<file path="config.mk">
export PLATFORM = sky130hd
export DESIGN_NAME = crcs_ctrl
export DESIGN_NICKNAME = d
export VERILOG_FILES = /design/src/sv/crcs_pkg.sv /design/src/sv/crcs_ctrl.sv
export SDC_FILE = /design/constraint.sdc
export NUM_CORES = 1
export LEC_CHECK = 0
export BUFFER_PORTS_ARGS = -buffer_cell sky130_fd_sc_hd__buf_2
export CAP_MARGIN = 10
export CORE_UTILIZATION = 30
export DETAILED_ROUTE_END_ITERATION = 10
export PLACE_DENSITY = 0.54
export SLEW_MARGIN = 30
export SYNTH_ARGS = -nofsm -noshare
export SYNTH_HDL_FRONTEND = slang
export SYNTH_SLANG_ARGS = --single-unit
</file>
<file path="constraint.sdc">
create_clock -name aclk -period 1.8 [get_ports aclk]
set_input_delay 0.18 -clock aclk [delete_from_list [all_inputs] [get_ports aclk]]
set_output_delay 0.18 -clock aclk [all_outputs]
set_load 0.05 [all_outputs]
</file>
<file path="src/sv/crcs_pkg.sv">
`default_nettype none
package crcs_pkg;

    localparam int COORD_BITS   = 24;
    localparam int T_FRAC_BITS  = 16;
    localparam int MAX_SAMPLES  = 64;

    localparam int T_STEP_W     = T_FRAC_BITS + 1;
    localparam int T_W          = T_FRAC_BITS + 2;
    localparam int CF_W         = COORD_BITS + 4;
    localparam int H_W          = COORD_BITS + T_FRAC_BITS + 6;
    localparam int HH_W         = H_W - T_FRAC_BITS;
    localparam int PH_W         = HH_W + T_FRAC_BITS + 1;

    localparam logic [T_STEP_W-1:0] T_STEP_RESET = T_STEP_W'(3277);
    localparam logic [T_STEP_W-1:0] MIN_STEP =
        T_STEP_W'(((1 << T_FRAC_BITS) + MAX_SAMPLES - 1) / MAX_SAMPLES);
    localparam logic [T_W-1:0] T_ONE = T_W'(1 << T_FRAC_BITS);

    localparam logic [1:0] SEL_B  = 2'd0;
    localparam logic [1:0] SEL_A  = 2'd1;
    localparam logic [1:0] SEL_P1 = 2'd2;

    typedef struct packed {
        logic       accept;
        logic       gen;
        logic       mul;
        logic       acc;
        logic [1:0] sel;
        logic       emit;
    } cmd_t;

    typedef struct packed {
        logic last;
    } status_t;

endpackage
`default_nettype wire

</file>
<file path="src/sv/crcs_ctrl.sv">
`default_nettype none
module crcs_ctrl (
    input  wire logic            aclk,
    input  wire logic            aresetn,
    input  wire logic            s_valid,
    output logic                 s_ready,
    input  wire logic            s_start_curve,
    output logic                 m_valid,
    input  wire logic            m_ready,
    output crcs_pkg::cmd_t       cmd,
    input  wire crcs_pkg::status_t status
);

    localparam logic [1:0] ST_IDLE = 2'd0;
    localparam logic [1:0] ST_MUL  = 2'd1;
    localparam logic [1:0] ST_ACC  = 2'd2;
    localparam logic [1:0] ST_EMIT = 2'd3;

    logic [1:0] state_reg, state_next;
    logic [1:0] k_reg, k_next;
    logic [1:0] held_reg, held_next;
    logic       ov_reg, ov_next;
    logic [1:0] held_eff;

    assign s_ready  = (state_reg == ST_IDLE);
    assign m_valid  = ov_reg;
    assign held_eff = s_start_curve ? 2'd0 : held_reg;

    always_comb begin
        state_next = state_reg;
        k_next     = k_reg;
        held_next  = held_reg;
        ov_next    = ov_reg & ~m_ready;
        cmd        = '0;
        cmd.sel    = k_reg;
        unique case (state_reg)
            ST_IDLE: begin
                if (s_valid) begin
                    cmd.accept = 1'b1;
                    held_next  = (held_eff == 2'd3) ? 2'd3 : held_eff + 2'd1;
                    if (held_eff == 2'd3) begin
                        cmd.gen    = 1'b1;
                        k_next     = crcs_pkg::SEL_B;
                        state_next = ST_MUL;
                    end
                end
            end
            ST_MUL: begin
                cmd.mul    = 1'b1;
                state_next = ST_ACC;
            end
            ST_ACC: begin
                cmd.acc = 1'b1;
                if (k_reg == crcs_pkg::SEL_P1) begin
                    state_next = ST_EMIT;
                end else begin
                    k_next     = k_reg + 2'd1;
                    state_next = ST_MUL;
                end
            end
            ST_EMIT: begin
                if (!ov_reg || m_ready) begin
                    cmd.emit   = 1'b1;
                    ov_next    = 1'b1;
                    k_next     = crcs_pkg::SEL_B;
                    state_next = status.last ? ST_IDLE : ST_MUL;
                end
            end
            default: state_next = ST_IDLE;
        endcase
    end

    always_ff @(posedge aclk) begin
        if (!aresetn) begin
            state_reg <= ST_IDLE;
            k_reg     <= crcs_pkg::SEL_B;
            held_reg  <= 2'd0;
            ov_reg    <= 1'b0;
        end else begin
            state_reg <= state_next;
            k_reg     <= k_next;
            held_reg  <= held_next;
            ov_reg    <= ov_next;
        end
    end

endmodule
`default_nettype wire

</file>
Yosys cells after proc, flatten, opt, wreduce, memory -nomap -nowiden --
Cells that the tools add are included.
Storage, ports and cells: flip-flop bits (word level) 7, input port bits 6, output and inout bits 9, logic and storage cells 46
Operators by class: add/sub/neg operators 2, equality and inequality tests 9, mux-type cells 22, bitwise operators 2, reductions and logical operators 7
Operators by type and width (count):
- $mux 2 | 12
- $eq 2x2->1 const B | 4
- $mux 1 | 8
- $pmux 2 s4 | 1
- $ne 2x2->1 const B | 3
- $pmux 2 s3 | 1
- $reduce_and 5->1 | 1
- $add 2x1->2 const B | 2
- $reduce_and 3->1 | 1
- $reduce_bool 3->1 | 1
- $eq 2x1->1 const B | 1
- $logic_not 2->1 | 1
- $ne 2x1->1 const B | 1
- $reduce_and 2->1 | 1
- $and 1x1->1 | 1
- $logic_not 1->1 | 1
- $logic_or 1x1->1 | 1
- $not 1->1 | 1

Depth between registers and ports, before layout --
depth after elaboration 5, gate-level depth with buffers 5, mapped depth without buffers 5

Worst setup path after synthesis --
OpenSTA, ideal clock, no wires.
path kind register -> output, start reg state_reg[0], end out cmd[5] (netlist name), data arrival time 1.627 ns, data required time 1.620 ns, setup slack -0.007 ns, cell stages (with the launch flop) 4, buffers on the path 1, cells stage by stage dfxtp_1 -> buf_6 -> nor3b_4 -> and4b_1
RTL lines:
- start: declaration | line crcs_ctrl.sv:19 | logic [1:0] state_reg, state_next;
- start signal: assignment | line crcs_ctrl.sv:80 | state_reg <= state_next;
- end: declaration | line crcs_ctrl.sv:10 | output crcs_pkg::cmd_t cmd,

==> reports/results.ini <==
[clock_tree]
clkSinkCount = 7
tritoncts = yes
cts_setup_buffers = 0
insertion_delay_ns = 0.26
htreeDepth = 1
cts_resized = 0
clockBufferDepth = 2
cts_inserted_buffers = 3
clk_pin_slew_worst_paths_ns = 0.06
root_buffer = clkbuf_4
ctsHoldBuffers = 0

[die]
start_util_pct = 33.77
rows = 12
coreArea_sq_mm = 0.001156
pin_count = 15
chipHeight_um = 38.07
die_area_sq_mm = 0.001449
fp.dieW_um = 38.07

[sta]
setup_viol = 0
skew_ns = 0.005205
max_freq_mhz = 598.0
drv_slew = 0
tns_ns = 0
fin_crit_ns = 1.672
hold_viol_final = 0
worstMarginPinSlew_ns = 0.3351
relSlewSlack_pct = 77.63
rsz0062_at_grt = no
fin_crit_sh_pct = 92.90

[global_routing]
grt_max_degree = 10
grtUsageTotal_pct = 14.09
grt-ovfl-total = 0
first_global_vias = 332
grt_pass1_wl_um = 1331
grt_antenna_before_repair = 0

[worst_hold_path]
hp-class = in2reg
hold_depth = 2

[route]
postRouteWirelength_um = 764
postRouteAntennaNets = 0
drtPass1Iterations = 2
wire_per_inst_um = 10.19
vias = 374
drtIter0Drc = 6
remaining_drc_errors = 0
viasPerCell = 4.987

[synth]
synth_edf_count = 0
syn_area_sq_um = 390.4
syn-num-nets = 52
synth.area.top_cells = dfxtp_1 (36%), nor2_1 (6.7%), nor3b_4 (4.8%), inv_1 (3.8%), a211oi_2 (3.2%)
synthTopCellsByCount = dfxtp_1 (7), nor2_1 (7), inv_1 (4)
syn_inst = 45
synth_top_area_share_pct = 35.90
synth_area_per_cell_sq_um = 8.675
yosys.area.top_type = dfxtp_1
synth_seq_area_share_pct = 35.90
async_reset_ff_share_pct = 0
netlist-cell-type-count = 25
synth_warnings = 0
synth_ff_type = dfxtp_1
ys_seq_elements = 7

[pwr]
pwr_density_cell_mw_per_mm2 = 685.3
cellLeakagePower_uw = 0.0002318
peakVddDrop_mv = 0.4681

[setup_path]
cp_max_fo = 9
crit_type = reg2out
ff2ff_path_depth = 5
cp.required_ns = 1.62
worstPathArrival_ns = 1.49
worstSetupEndpointType = primary output
cp-start-kind = register

[placement]
dpl.hpwl_um = 600.5
gp_congestion = 0.7236
portBuffers = 14

[cells_and_area]
antenna_cells = 0
regArea_sq_um = 140.1
fill_cells = 121
syn_to_final_growth_pct = 25.00
drive_above_1_share_pct = 39.34
nNetsFinal = 69
multi_input_area_sq_um = 217.7
post-route-util_pct = 42.21

[run_status]
status = complete, no violations

[run]
maxCapViolCount = 0

==> where the power goes <==
group          total [uW]  internal [uW]  switching (uW)
Clock                 143           81.3            61.3
Combinational        29.9           11.9            18.0
Sequential            162            158            3.52
==> metal layers <==
layer | vias up | GRT usage, % | share of wire, %
met3 | 2 | 10.47 | 8.0
met5 | - | 0 | 0
li1 | 193 | - | -
met4 | 0 | 5.357 | 1.2
met1 | 170 | 15.19 | 48
met2 | 9 | 20.76 | 42
==> metrics by stage <==
step / cell area (sq um) / power, uW / cells / setup slack, ns / hold slack [ns]
3_3_place_gp: 460.4 / 195.4 / 71 / 0.4244 / 0.4155
4_1_cts: 488.0 / 341.4 / 75 / 0.1250 / 0.1387
6_report: 488.0 / 334.4 / 75 / 0.1278 / 0.1454
5_1_grt: 488.0 / 354.6 / 75 / 0.04695 / 0.1431
3_5_place_dp: 460.4 / 195.2 / 71 / 0.3993 / 0.4153
2_1_floorplan: 391.6 / 183.6 / 45 / 0.07805 / 0.2728
==> cells by family after synthesis <==
kind of cell / count (synthesis) / synth area share [%]
AO/OA/AOI/OAI: 9 / 16.99
adder cells (fa/ha/maj): 1 / 3.205
AND/OR/NAND/NOR: 22 / 35.26
flip-flops: 7 / 35.90
buffers and inverters: 6 / 8.653
==> cell usage in the layout, fill, tap and decap left out, types with 2 or more instances in the layout <==
cell	count
inv_1	4
clkbuf_4	3
nand4_1	2
nor2_1	7
nand2_1	3
dfxtp_1	7
o21ai_0	2
buf_2	14
a21oi_1	2
==> worst max-delay path, stage by stage (launching register included) <==
cell	delay, ns
dfxtp_1	0.40
nor3b_4	0.33
and4b_2	0.26
buf_2	0.25
==> path summary, 6_finish.rpt <==
kind / start / endpoint / slack, ns
max: state_reg[0]$_SDFFE_PN0P_ / cmd[5] / 0.13
max reg2reg: k_reg[0]$_SDFFE_PN0P_ / k_reg[0]$_SDFFE_PN0P_ / 0.58
min: s_start_curve / held_reg[1]$_SDFFE_PN0P_ / 0.15
min reg2reg: k_reg[0]$_SDFFE_PN0P_ / k_reg[0]$_SDFFE_PN0P_ / 0.51
==> cell type report <==
cell class | count | share of cell area (%)
Multi-Input combinational cell | 32 | 44.62
Sequential cell | 7 | 28.72
Timing Repair Buffer | 14 | 14.36
Clock buffer | 3 | 4.615
Tap cell | 14 | 3.590
Inverter | 4 | 3.077
Clock inverter | 1 | 1.026
Note: power is estimated with default switching activity, not from simulation.
